[config.mk]
export PLATFORM = sky130hd
export DESIGN_NAME = ptr_angle_reduce
export DESIGN_NICKNAME = d
export VERILOG_FILES = /design/src/sv/ptr_pkg.sv /design/src/sv/ptr_angle_reduce.sv
export SDC_FILE = /design/constraint.sdc
export NUM_CORES = 1
export LEC_CHECK = 0
export ABC_CLOCK_PERIOD_IN_PS = 3400
export BUFFER_PORTS_ARGS = -buffer_cell sky130_fd_sc_hd__buf_4
export CAP_MARGIN = 20
export CORE_UTILIZATION = 57
export CTS_BUF_LIST = sky130_fd_sc_hd__clkbuf_4 sky130_fd_sc_hd__clkbuf_8
export CTS_CLUSTER_SIZE = 24
export DETAILED_ROUTE_END_ITERATION = 12
export HOLD_SLACK_MARGIN = 0.15
export PLACE_DENSITY = 0.82
export SLEW_MARGIN = 20
export SYNTH_ARGS = -nofsm -noshare
export SYNTH_HDL_FRONTEND = slang
export SYNTH_SLANG_ARGS = --single-unit
[constraint.sdc]
create_clock -name clk_i -period 3.4 [get_ports clk_i]
set_input_delay 0.68 -clock clk_i [delete_from_list [all_inputs] [get_ports clk_i]]
set_output_delay 0.68 -clock clk_i [all_outputs]
set_load 0.05 [all_outputs]
[src/sv/ptr_pkg.sv]
// ----------------------------------------------------------------------------
// ptr_pkg
// Shared constants, tables and types of the 2D point rotation pipeline.
// ----------------------------------------------------------------------------
`default_nettype none

package ptr_pkg;

  // Default configuration of the block.
  localparam int unsigned COORD_WIDTH_DEFAULT = 32;
  localparam int unsigned TRIG_STAGES_DEFAULT = 16;
  localparam int unsigned MAX_TRIG_STAGES     = 24;

  // Angle format: 1/128 degree per unit, one full turn is 46080 units.
  localparam int unsigned ANGLE_WIDTH     = 17;
  localparam int unsigned HALF_TURN_DEG   = 180;
  localparam int unsigned UNITS_PER_DEG   = 128;
  localparam int unsigned FULL_TURN_UNITS = 2 * HALF_TURN_DEG * UNITS_PER_DEG;
  localparam int unsigned ANGLE_OFFSET    = 2 * FULL_TURN_UNITS;

  // Binary angle: a full turn is 2^32. The turn splits into 512 sectors of
  // 90 angle units each, so the sector number gives the top binary-angle bits.
  localparam int unsigned BAM_WIDTH      = 32;
  localparam int unsigned SECTOR_BITS    = 9;
  localparam int unsigned SECTOR_UNITS   = FULL_TURN_UNITS / (2 ** SECTOR_BITS);
  localparam int unsigned FRAC_BAM_WIDTH = BAM_WIDTH - SECTOR_BITS;

  // Offset angle and its division by the sector size through a reciprocal.
  localparam int unsigned WRAP_WIDTH  = $clog2((2 ** (ANGLE_WIDTH - 1)) + ANGLE_OFFSET);
  localparam int unsigned RECIP_SHIFT = 24;
  localparam int unsigned RECIP_MULT  = ((2 ** RECIP_SHIFT) + SECTOR_UNITS - 1) / SECTOR_UNITS;
  localparam int unsigned RECIP_WIDTH = $clog2(RECIP_MULT + 1);
  localparam int unsigned QUOT_WIDTH  = WRAP_WIDTH + RECIP_WIDTH - RECIP_SHIFT;
  localparam int unsigned REM_WIDTH   = $clog2(SECTOR_UNITS);

  // Quadrant codes of the binary angle that get folded by half a turn.
  localparam logic [1:0] QUAD_SECOND = 2'd1;
  localparam logic [1:0] QUAD_THIRD  = 2'd2;

  // CORDIC datapath: Q30 values in a 32-bit word, fixed starting gain.
  localparam int unsigned CORDIC_WIDTH = 32;
  localparam int unsigned CORDIC_FRAC  = 30;
  localparam logic signed [CORDIC_WIDTH-1:0] CORDIC_GAIN = 32'sd652032874;

  // Arctangent of 2^-i in binary-angle units.
  localparam logic signed [BAM_WIDTH-1:0] ATAN_BAM [MAX_TRIG_STAGES] = '{
    32'sd536870912, 32'sd316933406, 32'sd167458907, 32'sd85004756,
    32'sd42667331,  32'sd21354465,  32'sd10679838,  32'sd5340245,
    32'sd2670163,   32'sd1335087,   32'sd667544,    32'sd333772,
    32'sd166886,    32'sd83443,     32'sd41722,     32'sd20861,
    32'sd10430,     32'sd5215,      32'sd2608,      32'sd1304,
    32'sd652,       32'sd326,       32'sd163,       32'sd81
  };

  // Fraction bits of the sine and cosine handed to the multipliers.
  function automatic int unsigned trig_frac(int unsigned coord_width);
    return ((62 - coord_width) < CORDIC_FRAC) ? (62 - coord_width) : CORDIC_FRAC;
  endfunction

  // Low binary-angle bits for each remainder within a sector, rounded half up.
  typedef logic [SECTOR_UNITS-1:0][FRAC_BAM_WIDTH-1:0] frac_lut_t;

  function automatic frac_lut_t build_frac_lut();
    frac_lut_t lut;
    longint    num;
    for (int i = 0; i < SECTOR_UNITS; i++) begin
      num    = (longint'(i) << FRAC_BAM_WIDTH) + longint'(SECTOR_UNITS / 2);
      lut[i] = FRAC_BAM_WIDTH'(num / SECTOR_UNITS);
    end
    return lut;
  endfunction

  localparam frac_lut_t FRAC_LUT = build_frac_lut();

  // Angle handed from the reduction stages to the CORDIC pipeline.
  typedef struct packed {
    logic                        valid;
    logic                        flip;
    logic signed [BAM_WIDTH-1:0] z;
  } angle_tag_t;

endpackage

`default_nettype wire

[src/sv/ptr_angle_reduce.sv]
// ----------------------------------------------------------------------------
// ptr_angle_reduce
// Three-stage reduction of the angle to a folded binary angle for CORDIC.
// ----------------------------------------------------------------------------
`default_nettype none

module ptr_angle_reduce import ptr_pkg::*; #(
  parameter int unsigned COORD_WIDTH = COORD_WIDTH_DEFAULT
) (
  input  logic                          clk_i,
  input  logic                          rst_ni,
  input  logic                          adv_i,
  input  logic                          valid_i,
  input  logic signed [ANGLE_WIDTH-1:0] angle_i,
  input  logic [3*COORD_WIDTH-1:0]      pts_i,
  output angle_tag_t                    tag_o,
  output logic [3*COORD_WIDTH-1:0]      pts_o
);

  localparam int unsigned PTS_WIDTH  = 3 * COORD_WIDTH;
  localparam int unsigned PROD_WIDTH = WRAP_WIDTH + RECIP_WIDTH;

  // Stage 1: offset angle and its product with the sector reciprocal.
  logic                    vld1_q;
  logic [WRAP_WIDTH-1:0]   wrap_d, wrap_q;
  logic [PROD_WIDTH-1:0]   prod_d, prod_q;
  logic [PTS_WIDTH-1:0]    pts1_q;

  // Stage 2: sector number and remainder within the sector.
  logic                    vld2_q;
  logic [QUOT_WIDTH-1:0]   quot;
  logic [SECTOR_BITS-1:0]  sect_d, sect_q;
  logic [REM_WIDTH-1:0]    rem_d, rem_q;
  logic [PTS_WIDTH-1:0]    pts2_q;

  // Stage 3: binary angle folded into the right half plane.
  logic                    vld3_q;
  logic [BAM_WIDTH-1:0]    bam;
  logic                    flip_d, flip_q;
  logic [BAM_WIDTH-1:0]    z_d, z_q;
  logic [PTS_WIDTH-1:0]    pts3_q;

  // The offset keeps every 17-bit angle positive; sector count is angle / 90.
  always_comb begin
    wrap_d = WRAP_WIDTH'(int'(angle_i) + int'(ANGLE_OFFSET));
    prod_d = PROD_WIDTH'(wrap_d) * PROD_WIDTH'(RECIP_MULT);
  end

  // Quotient modulo 512 is the sector within one turn; the remainder is exact.
  always_comb begin
    quot   = prod_q[RECIP_SHIFT +: QUOT_WIDTH];
    sect_d = quot[SECTOR_BITS-1:0];
    rem_d  = REM_WIDTH'(wrap_q - (WRAP_WIDTH'(quot) * WRAP_WIDTH'(SECTOR_UNITS)));
  end

  // Second and third quadrant angles are turned by half a turn.
  always_comb begin
    bam    = {sect_q, FRAC_LUT[rem_q]};
    flip_d = (bam[BAM_WIDTH-1:BAM_WIDTH-2] == QUAD_SECOND) ||
             (bam[BAM_WIDTH-1:BAM_WIDTH-2] == QUAD_THIRD);
    z_d    = {bam[BAM_WIDTH-1] ^ flip_d, bam[BAM_WIDTH-2:0]};
  end

  // Valid bits of the three stages.
  always_ff @(posedge clk_i or negedge rst_ni) begin
    if (!rst_ni) begin
      vld1_q <= 1'b0;
      vld2_q <= 1'b0;
      vld3_q <= 1'b0;
    end else if (adv_i) begin
      vld1_q <= valid_i;
      vld2_q <= vld1_q;
      vld3_q <= vld2_q;
    end
  end

  // Payload registers of the three stages.
  always_ff @(posedge clk_i) begin
    if (adv_i) begin
      wrap_q <= wrap_d;
      prod_q <= prod_d;
      pts1_q <= pts_i;
      sect_q <= sect_d;
      rem_q  <= rem_d;
      pts2_q <= pts1_q;
      flip_q <= flip_d;
      z_q    <= z_d;
      pts3_q <= pts2_q;
    end
  end

  assign tag_o = '{valid: vld3_q, flip: flip_q, z: signed'(z_q)};
  assign pts_o = pts3_q;

  // The reciprocal division must leave a remainder inside one sector.
  a_rem_in_sector: assert property (@(posedge clk_i) disable iff (!rst_ni)
    vld2_q |-> (rem_q < REM_WIDTH'(SECTOR_UNITS)))
    else $error("angle remainder outside the sector");

  // After folding, the angle lies within a quarter turn of zero.
  a_folded_range: assert property (@(posedge clk_i) disable iff (!rst_ni)
    vld3_q |-> (z_q[BAM_WIDTH-1] == z_q[BAM_WIDTH-2]))
    else $error("folded angle outside the right half plane");

endmodule

`default_nettype wire

==> results of run 1 <==
-- flip-flops by register name (all words and copies together), names as in the netlist --
| signal | cells |
|---|---|
| prod_q | 9 |
| vld3_q | 1 |
| flip_q | 1 |
| pts1_q | 96 |
| vld2_q | 1 |
| pts2_q | 96 |
| rem_q | 7 |
| z_q | 27 |
| sect_q | 9 |
| pts_o | 96 |
| vld1_q | 1 |
| wrap_q | 7 |
-- cell type report --
class	count	area (sq um)
inverter	191	719
antenna	2	5.00
timing repair buffer	389	3030
fill	1875	7810
multi-input combinational	659	6900
clock buffer	79	925
tap	396	495
clock inverter	17	185
sequential	351	10500
-- metal layers --
layer,global-route usage [%],vias up,wire [um]
li1,-,5216,-
met1,30.4,5458,15600
met2,49.0,447,22400
met3,3.75,105,2420
met4,8.79,0,1290
met5,0,-,0
-- how the worst max path moves through the flow --
stage,end,startpoint,cells past startpoint
floorplan,prod_q[32],angle_i[12],18
global placement,prod_q[30],angle_i[4],20
detailed placement,prod_q[30],angle_i[4],20
CTS,prod_q[30],angle_i[11],20
global route,prod_q[32],angle_i[11],20
finish,prod_q[30],angle_i[5],20
-- cell usage after synthesis, drive strengths merged, types with 13 or more instances --
cell,number,area [sq um]
a21o,13,98.9
a21oi,62,310
buf,21,118
clkbuf,21,81.3
edfxtp,348,10500
fa,94,1880
ha,145,1810
inv,188,706
nand2,58,218
nand2b,14,87.6
nor2,30,113
nor3,15,80.1
o21ai,52,260
xnor2,21,184
xor2,14,123
-- cell families after synthesis --
family          Yosys count  share of synthesized area, %
flops                   351                          59.5
mux                       8                         0.551
simple gates            170                          4.73
compound gates          207                          7.47
fa+ha+maj               239                          20.9
buf+inv                 233                          5.17
xor+xnor                 35                          1.73
-- power by group --
part | leakage [nW] | internal (mW) | total [mW] | switching [mW]
registers | 3.44 | 5.66 | 5.97 | 0.320
logic | 5.69 | 6.42 | 13.9 | 7.47
clock network | 0.595 | 1.99 | 3.57 | 1.58
total | 9.73 | 14.1 | 23.4 | 9.38
-- per-stage QoR --
stage	util, %	instances	TNS [ns]	hold slack [ns]
final	74.5	2084	-12.63	0.265
after global routing	74.5	2084	-13.67	0.233
after CTS	74.3	2080	-12.06	0.234
after detailed placement	69.9	1979	-18.32	0.405
after global placement	69.9	1979	-17.74	0.400
after floorplan	-	1243	-14.52	0.384
-- worst reg2reg max path: stages, from the launching register on --
cell and delay (ns):
edfxtp_1 0.43, ha_1 0.32, ha_1 0.27, inv_1 0.05, fa_1 0.53, inv_1 0.05, ha_1 0.27, inv_1 0.04
ha_1 0.29, a21oi_1 0.22, xnor2_1 0.09
-- timing repair --
| action | in CTS | in global routing |
|---|---|---|
| endpoints found under the setup margin | 9 | 9 |
| pin swaps | 25 | 9 |
| gates resized for setup | 43 | 11 |
| hold buffers | 1 | 0 |
| hold endpoints to repair | 3 | 0 |
| buffers inserted | 5 | 2 |
==> impl_metrics.env, run 1 <==
export IMPL_outcome="finished with violations"
export IMPL_failed_checks="setup timing"
export IMPL_holdPathEnd="pts1_q[58]"
export IMPL_synth_warnings=0
export IMPL_finish_instance_area_sq_um=22800
export IMPL_cts_path_max_buffers=3
export IMPL_numCtsBuffers=52
export IMPL_drc=0
export IMPL_p_leak_nw=9.73
export IMPL_synth_edf_count=348
export IMPL_hp_start="pts_i[58]"
export IMPL_required_ns=3.84
export IMPL_drive_above_1_share_pct=34.3
export IMPL_rsz0062_at_grt="yes"
export IMPL_rrSetupSlack_ns=0.60
export IMPL_die_x_um=178
export IMPL_initial_core_util_pct=57.9
export IMPL_grt_ovfl_total=0
export IMPL_clock_skew_ns=0.0246
export IMPL_clock_sinks=351
export IMPL_cts_tree="done"
export IMPL_htreeDepth=2
export IMPL_grt_pass1_vias=11700
export IMPL_slowest_delay_ns=0.53
export IMPL_core_area_sq_um=30600
export IMPL_vias_per_cell=5.39
export IMPL_final_cell_mix="buf_4 (372), edfxtp_1 (348), inv_1 (173), ha_1 (114), fa_1 (91)"
export IMPL_wl_per_cell_um=20.0
export IMPL_syn_cell_area_sq_um=17700
export IMPL_slew_violations=0
export IMPL_p_total_mw=23.4
export IMPL_syn_inst=1243
export IMPL_vias=11200
export IMPL_area_growth_synth_to_final_pct=28.7
export IMPL_die_area_sq_um=31800
export IMPL_cp_top_family="adder cells"
export IMPL_place_ws_ns=-2.13
export IMPL_worstSetupStartpointType="input pin"
export IMPL_drt_wl_total_mm=41.7
export IMPL_r2r_end="rem_q[6]"
export IMPL_vdd_drop_max_uv=885
export IMPL_antenna_found_initial=2
export IMPL_crit_path_frequent_cell="fa_1"
export IMPL_routabilityCongestion=0.961
export IMPL_setup_slack_ns=-1.49
export IMPL_crit_buf_inv=7
export IMPL_clkSlewWorstSetupHoldPaths_ns=0.07
export IMPL_hold_path_class="input pin to flip-flop"
export IMPL_grt_max_degree=83
export IMPL_synthArstFlopShare_pct=0.855
export IMPL_ioPinCount=247
export IMPL_yosysSeqAreaShare_pct=59.5
export IMPL_dpl_hpwl_mm=30.6
export IMPL_arrival_ns=5.33
export IMPL_avgSynthCellArea_sq_um=14.2
export IMPL_ys_types=67
export IMPL_slew_headroom_pct=52.1
export IMPL_path_class="input pin to flip-flop"
export IMPL_drt_pass1_iterations=7
export IMPL_hold_viol_final=0
export IMPL_max_freq_ghz=0.205
export IMPL_cp_cell_sequence="buf_8, ha_4, inv_4, fa_1, fa_1, inv_1, fa_1, fa_1, inv_1, fa_1, inv_1, ha_4, nand4_1, buf_4, nor4_4, a21oi_1, o211ai_1, buf_4, or4b_4, nand3_2"
export IMPL_synthFlopType="edfxtp_1"
export IMPL_drtIter0Drc=822
export IMPL_crit_fanout=4
export IMPL_cap_violations=0
export IMPL_portBuffers=246
export IMPL_nets=2000
export IMPL_worstMarginPinSlew_ns=0.719
export IMPL_postRouteAntennaNets=0
export IMPL_synth_nets=1599
export IMPL_period_minus_slack_ns=4.89
export IMPL_grt_first_pass_wirelength_mm=62.5
export IMPL_fin_crit_sh_pct=144
export IMPL_finalSetupViolCount=9
export IMPL_clk_latency_ns=0.59
export IMPL_whs_path_depth=1
export IMPL_cp_end_kind="flip-flop"
export IMPL_rr_worst_depth=10
export IMPL_layout_commonest_cell="buf_4"
export IMPL_slowest_stage="fa_1"
export IMPL_rr_startpoint="prod_q[26]"
export IMPL_root_buffer="clkbuf_8"
export IMPL_grt_total_usage_pct=26.1
export IMPL_p_per_area_nw_per_um2=1030
export IMPL_place_area_sq_um=21400
export IMPL_num_rows=64
export IMPL_yosys_register_bits=351
export IMPL_chipHeight_um=178
(Power assumes the default switching activity.)
==> run 2: changes to the inputs <==
- ABC_CLOCK_PERIOD_IN_PS: 3400 -> 4770
- TNS_END_PERCENT: unset -> 30
- clock period: 3.4 -> 4.77 ns (I/O delays scaled with it)
==> impl_metrics.env, run 2 (same netlist as run 1, synthesis figures left out) <==
export IMPL_slew_violations=0
export IMPL_finalSetupViolCount=9
export IMPL_drt_wl_total_mm=41.1
export IMPL_portBuffers=246
export IMPL_clkSlewWorstSetupHoldPaths_ns=0.06
export IMPL_grt_pass1_vias=11500
export IMPL_cts_tree="done"
export IMPL_vias_per_cell=5.41
export IMPL_crit_fanout=5
export IMPL_cts_path_max_buffers=3
export IMPL_die_x_um=178
export IMPL_fin_crit_sh_pct=109
export IMPL_cap_violations=0
export IMPL_slew_headroom_pct=32.2
export IMPL_place_area_sq_um=21200
export IMPL_grt_first_pass_wirelength_mm=61.4
export IMPL_tns_ns=-3.17
export IMPL_final_core_util_pct=73.0
export IMPL_diodes=0
export IMPL_setup_slack_ns=-0.413
export IMPL_die_area_sq_um=31800
export IMPL_wl_per_cell_um=19.9
export IMPL_worstMarginPinSlew_ns=1.02
export IMPL_routabilityCongestion=0.970
export IMPL_outcome="finished with violations"
export IMPL_drc=0
export IMPL_final_cell_mix="buf_4 (366), edfxtp_1 (348), inv_1 (178), ha_1 (117), fa_1 (91)"
export IMPL_hold_path_class="flip-flop to flip-flop"
export IMPL_required_ns=5.20
export IMPL_top_layer_used="met4"
export IMPL_instances_no_fill=2065
export IMPL_chipHeight_um=178
export IMPL_dpl_hpwl_mm=30.0
export IMPL_clk_latency_ns=0.58
export IMPL_drtIter0Drc=863
export IMPL_htreeDepth=2
export IMPL_initial_core_util_pct=57.9
export IMPL_clock_sinks=351
export IMPL_drive_above_1_share_pct=31.7
export IMPL_root_buffer="clkbuf_8"
export IMPL_postRouteAntennaNets=0
export IMPL_wl_met1_mm=15.4
export IMPL_worstSetupStartpointType="input pin"
export IMPL_routed_wl_met2_mm=21.7
export IMPL_core_area_sq_um=30600
export IMPL_ioPinCount=247
export IMPL_rsz0062_at_grt="yes"
export IMPL_arrival_ns=5.62
export IMPL_numCtsBuffers=52
export IMPL_vias=11200
export IMPL_dpl_cell_count=1967
export IMPL_p_leak_nw=9.55
export IMPL_cp_end_kind="flip-flop"
export IMPL_wl_met3_mm=2.55
export IMPL_period_minus_slack_ns=5.18
export IMPL_clock_skew_ns=0.0392
export IMPL_hold_viol_final=0
export IMPL_path_class="input pin to flip-flop"
export IMPL_finish_instance_area_sq_um=22300
export IMPL_max_freq_ghz=0.193
export IMPL_grt_ovfl_total=0
export IMPL_grt_max_degree=130
export IMPL_place_ws_ns=-1.21
export IMPL_drt_pass1_iterations=7
export IMPL_num_rows=64
export IMPL_failed_checks="setup timing"
export IMPL_area_growth_synth_to_final_pct=26.2
export IMPL_layout_commonest_cell="buf_4"
export IMPL_antenna_found_initial=0
export IMPL_vdd_drop_max_uv=495
export IMPL_p_per_area_nw_per_um2=712
export IMPL_nets=1986
export IMPL_grt_total_usage_pct=25.8
## run 2: cell types whose count changed in the layout (fill, tap and decap cells not counted), sizes merged
cell,previous run,this run
clkinv,15,24
bufinv,3,2
buf,388,374
clkbuf,79,67
diode,2,0
clkinvlp,0,1
## run 2: routing by layer
layer  GRT usage, %  vias to the layer above
met5              0                        -
met4           10.0                        0
met3           3.96                       95
met2           47.5                      482
met1           30.0                     5410
li1               -                     5188
## run 2: area by class of cell
type                    count  area (sq um)
fillers                  1904          8240
repair buffers            375          2880
inverters                 191           717
flip-flops and latches    351         10500
clock inverters            26           181
clock buffers              67           828
well taps                 396           495
multi-input cells         659          6720
## run 2: worst max-delay path, stage by stage
cell	delay (ns)
buf_4	0.14
ha_4	0.29
inv_1	0.06
fa_2	0.45
fa_1	0.54
inv_1	0.05
fa_2	0.42
fa_1	0.48
inv_1	0.05
fa_1	0.49
inv_2	0.05
ha_4	0.24
a21oi_1	0.16
o221ai_2	0.11
o2111ai_1	0.22
o211ai_1	0.16
buf_4	0.17
or4b_1	0.47
nand3_1	0.11
## run 2: final timing paths
kind	startpoint	end	slack (ns)	depth (start not counted)
max	angle_i[2]	prod_q[30]	-0.41	19
min	pts2_q[75]	pts_o[75]	0.40	0
max reg2reg	rem_q[1]	z_q[15]	1.61	8
min reg2reg	pts2_q[75]	pts_o[75]	0.40	0
max in group asynchronous	rst_ni	vld1_q	3.96	2
min in group asynchronous	rst_ni	vld2_q	0.72	2
## run 2: per-stage QoR
step           hold slack (ns)  total power, mW
6_report                 0.396             15.9
5_1_grt                  0.408             17.0
4_1_cts                  0.403             15.9
3_5_place_dp             0.405             13.1
3_3_place_gp             0.400             12.8
2_1_floorplan            0.400             10.3
## run 2: report_power, final
group / switching (mW) / internal (mW)
Combinational: 5.04 / 4.26
Sequential: 0.223 / 4.03
Clock: 1.11 / 1.25
## run 2: what timing repair did
| item | in CTS | in global routing |
|---|---|---|
| gates resized for setup | 27 | 2 |
| setup endpoints to repair | 9 | 9 |
| pin swaps | 42 | 5 |
| endpoints found under the hold margin | 3 | 0 |
| hold buffers | 1 | 0 |
| setup buffers | 4 | 0 |
==> run 3: changes to the inputs <==
- ABC_AREA: unset -> 1
- REMOVE_ABC_BUFFERS: unset -> 1
==> impl_metrics.env, run 3 <==
export IMPL_worstMarginPinSlew_ns=0.996
export IMPL_synth_top_family_by_area="adder cells"
export IMPL_clock_skew_ns=0.0254
export IMPL_whs_ns=0.397
export IMPL_synthFlopType="edfxtp_1"
export IMPL_synth_top_area_share_pct=57.8
export IMPL_clkSlewWorstSetupHoldPaths_ns=0.07
export IMPL_chipHeight_um=180
export IMPL_slowest_stage="fa_1"
export IMPL_arrival_ns=5.13
export IMPL_cap_violations=0
export IMPL_cts_path_max_buffers=3
export IMPL_finish_instance_area_sq_um=23100
export IMPL_drtIter0Drc=784
export IMPL_die_x_um=180
export IMPL_nets=2207
export IMPL_max_freq_ghz=0.208
export IMPL_slowest_delay_ns=0.54
export IMPL_synthXorXnorAreaFrac_pct=1.07
export IMPL_place_ws_ns=-0.929
export IMPL_drt_wl_total_mm=43.0
export IMPL_hold_viol_final=0
export IMPL_hp_start="pts2_q[68]"
export IMPL_yosysMostFrequentCell="edfxtp_1"
export IMPL_core_area_sq_um=30900
export IMPL_dpl_hpwl_mm=31.3
export IMPL_antenna_found_initial=3
export IMPL_vias=12000
export IMPL_ioPinCount=247
export IMPL_portBuffers=246
export IMPL_postRouteAntennaNets=0
export IMPL_grt_ovfl_total=0
export IMPL_fin_crit_sh_pct=101
export IMPL_htreeDepth=2
export IMPL_rrSetupSlack_ns=1.83
export IMPL_r2r_end="rem_q[6]"
export IMPL_required_ns=5.09
export IMPL_initial_core_util_pct=58.5
export IMPL_path_class="input pin to flip-flop"
export IMPL_routabilityCongestion=0.965
export IMPL_slew_violations=0
export IMPL_outcome="finished with violations"
export IMPL_drive_above_1_share_pct=32.1
export IMPL_area_growth_synth_to_final_pct=28.0
export IMPL_drc=0
export IMPL_clk_latency_ns=0.58
export IMPL_grt_first_pass_wirelength_mm=66.1
export IMPL_hold_path_class="flip-flop to flip-flop"
export IMPL_avgSynthCellArea_sq_um=12.4
export IMPL_synthArstFlopShare_pct=0.855
export IMPL_finalSetupViolCount=8
export IMPL_rsz0062_at_grt="yes"
export IMPL_synth_compound_area_share_pct=3.65
export IMPL_worstSetupStartpointType="input pin"
export IMPL_top_layer_used="met4"
export IMPL_holdPathEnd="pts_o[68]"
export IMPL_grt_max_degree=135
export IMPL_root_buffer="clkbuf_8"
export IMPL_cp_end_kind="flip-flop"
export IMPL_synth_common_cells="edfxtp_1 (348), nand2_1 (280), inv_1 (268)"
export IMPL_final_cell_mix="buf_4 (352), edfxtp_1 (348), nand2_1 (259), inv_1 (238), ha_1 (105)"
export IMPL_cts_tree="done"
export IMPL_grt_pass1_vias=12400
export IMPL_failed_checks="setup timing"
export IMPL_whs_path_depth=0
export IMPL_place_area_sq_um=21100
export IMPL_slew_headroom_pct=33.6
export IMPL_rr_startpoint="prod_q[26]"
export IMPL_routed_wl_met2_mm=22.7
export IMPL_synth_warnings=0
export IMPL_layout_commonest_cell="buf_4"
export IMPL_wl_met1_mm=15.4
export IMPL_numCtsBuffers=51
export IMPL_clock_sinks=351
export IMPL_yosysSeqAreaShare_pct=58.2
export IMPL_synth_edf_count=348
export IMPL_grt_total_usage_pct=26.7
export IMPL_vias_per_cell=5.22
export IMPL_p_per_area_nw_per_um2=769
export IMPL_vdd_drop_max_uv=678
export IMPL_ys_types=51
export IMPL_period_minus_slack_ns=4.81
export IMPL_num_rows=64
export IMPL_crit_fanout=4
export IMPL_synth_area_leaders="edfxtp_1 (58%), fa_1 (10%), ha_1 (10%)"
export IMPL_setup_slack_ns=-0.0390
export IMPL_syn_inst=1461
export IMPL_yosysTopAreaCell="edfxtp_1"
export IMPL_wl_met3_mm=2.86
export IMPL_syn_cell_area_sq_um=18100
export IMPL_yosys_register_bits=351
export IMPL_p_leak_nw=10.4
export IMPL_drt_pass1_iterations=5
export IMPL_p_total_mw=17.8
export IMPL_synthMuxAreaShare_pct=0.0623
export IMPL_crit_path_frequent_cell="fa_1"
export IMPL_synth_adder_area_share_pct=20.4
export IMPL_cp_cell_sequence="buf_8, ha_4, inv_4, fa_1, fa_1, inv_2, fa_2, fa_1, inv_1, fa_1, inv_2, ha_4, nand2_4, nor2_4, buf_6, nand3_2, nor3_2, nand2_1, nand3_1, nand2_1"
export IMPL_startpoint="angle_i[5]"
export IMPL_die_area_sq_um=32400
export IMPL_synth_simple_area_share_pct=9.78
export IMPL_wl_per_cell_um=18.7
export IMPL_rr_worst_depth=12
run 3: how the worst max path moves through the flow:
stage                             to  slack [ns]  depth (start not counted)
final                     prod_q[29]       -0.04                         20
after global routing      prod_q[30]       -0.21                         25
after CTS                 prod_q[28]       -0.02                         25
after detailed placement  prod_q[31]       -0.93                         20
after global placement    prod_q[31]       -0.86                         20
after floorplan           prod_q[28]       -0.57                         20
run 3: metrics by stage:
stage,setup TNS [ns],util (%),instances
after detailed placement,-7.89,68.2,2184
after CTS,-0.0221,73.5,2286
after global routing,-1.74,74.9,2293
after global placement,-7.33,68.2,2184
final,-0.136,74.9,2293
after floorplan,-4.70,-,1435
run 3: area by class of cell:
cell class / count / area, sq um
Sequential cell: 351 / 10500
Timing Repair Buffer: 363 / 2810
Inverter: 277 / 1050
Clock buffer: 76 / 933
Fill cell: 1918 / 7770
Clock inverter: 20 / 199
Tap cell: 396 / 495
Antenna cell: 3 / 7.51
Multi-Input combinational cell: 807 / 7120
run 3: cells by family after synthesis:
| family | Yosys count |
|---|---|
| and+or+nand+nor | 430 |
| DFF | 351 |
| buffers and inverters | 303 |
| adders and majority gates | 239 |
| AOI/OAI and AO/OA | 115 |
| xor gates and xnor gates | 22 |
| muxes | 1 |
run 3: timing repair:
action | in CTS | in global routing
resized for setup | 73 | 91
buffers inserted | 6 | 3
endpoints found under the setup margin | 9 | 9
pin swaps | 36 | 67
endpoints found under the hold margin | 3 | 0
hold buffers | 1 | 0
run 3: routing by layer:
metal	vias up	track usage [%]
met5	-	0
met4	0	12.4
met3	130	5.42
met2	430	49.3
met1	5754	29.5
li1	5650	-
run 3: critical path, delay by kind of cell:
family,cells,cell delay (ns)
adders and majority gates,7,3.11
and+or+nand+nor,7,0.62
buffers and inverters,6,0.41
run 3: power breakdown:
group | internal [mW] | switching, mW | total (mW)
Clock | 1.44 | 1.13 | 2.57
Combinational | 4.52 | 6.44 | 11.0
Sequential | 4.01 | 0.257 | 4.26
Total | 9.97 | 7.83 | 17.8
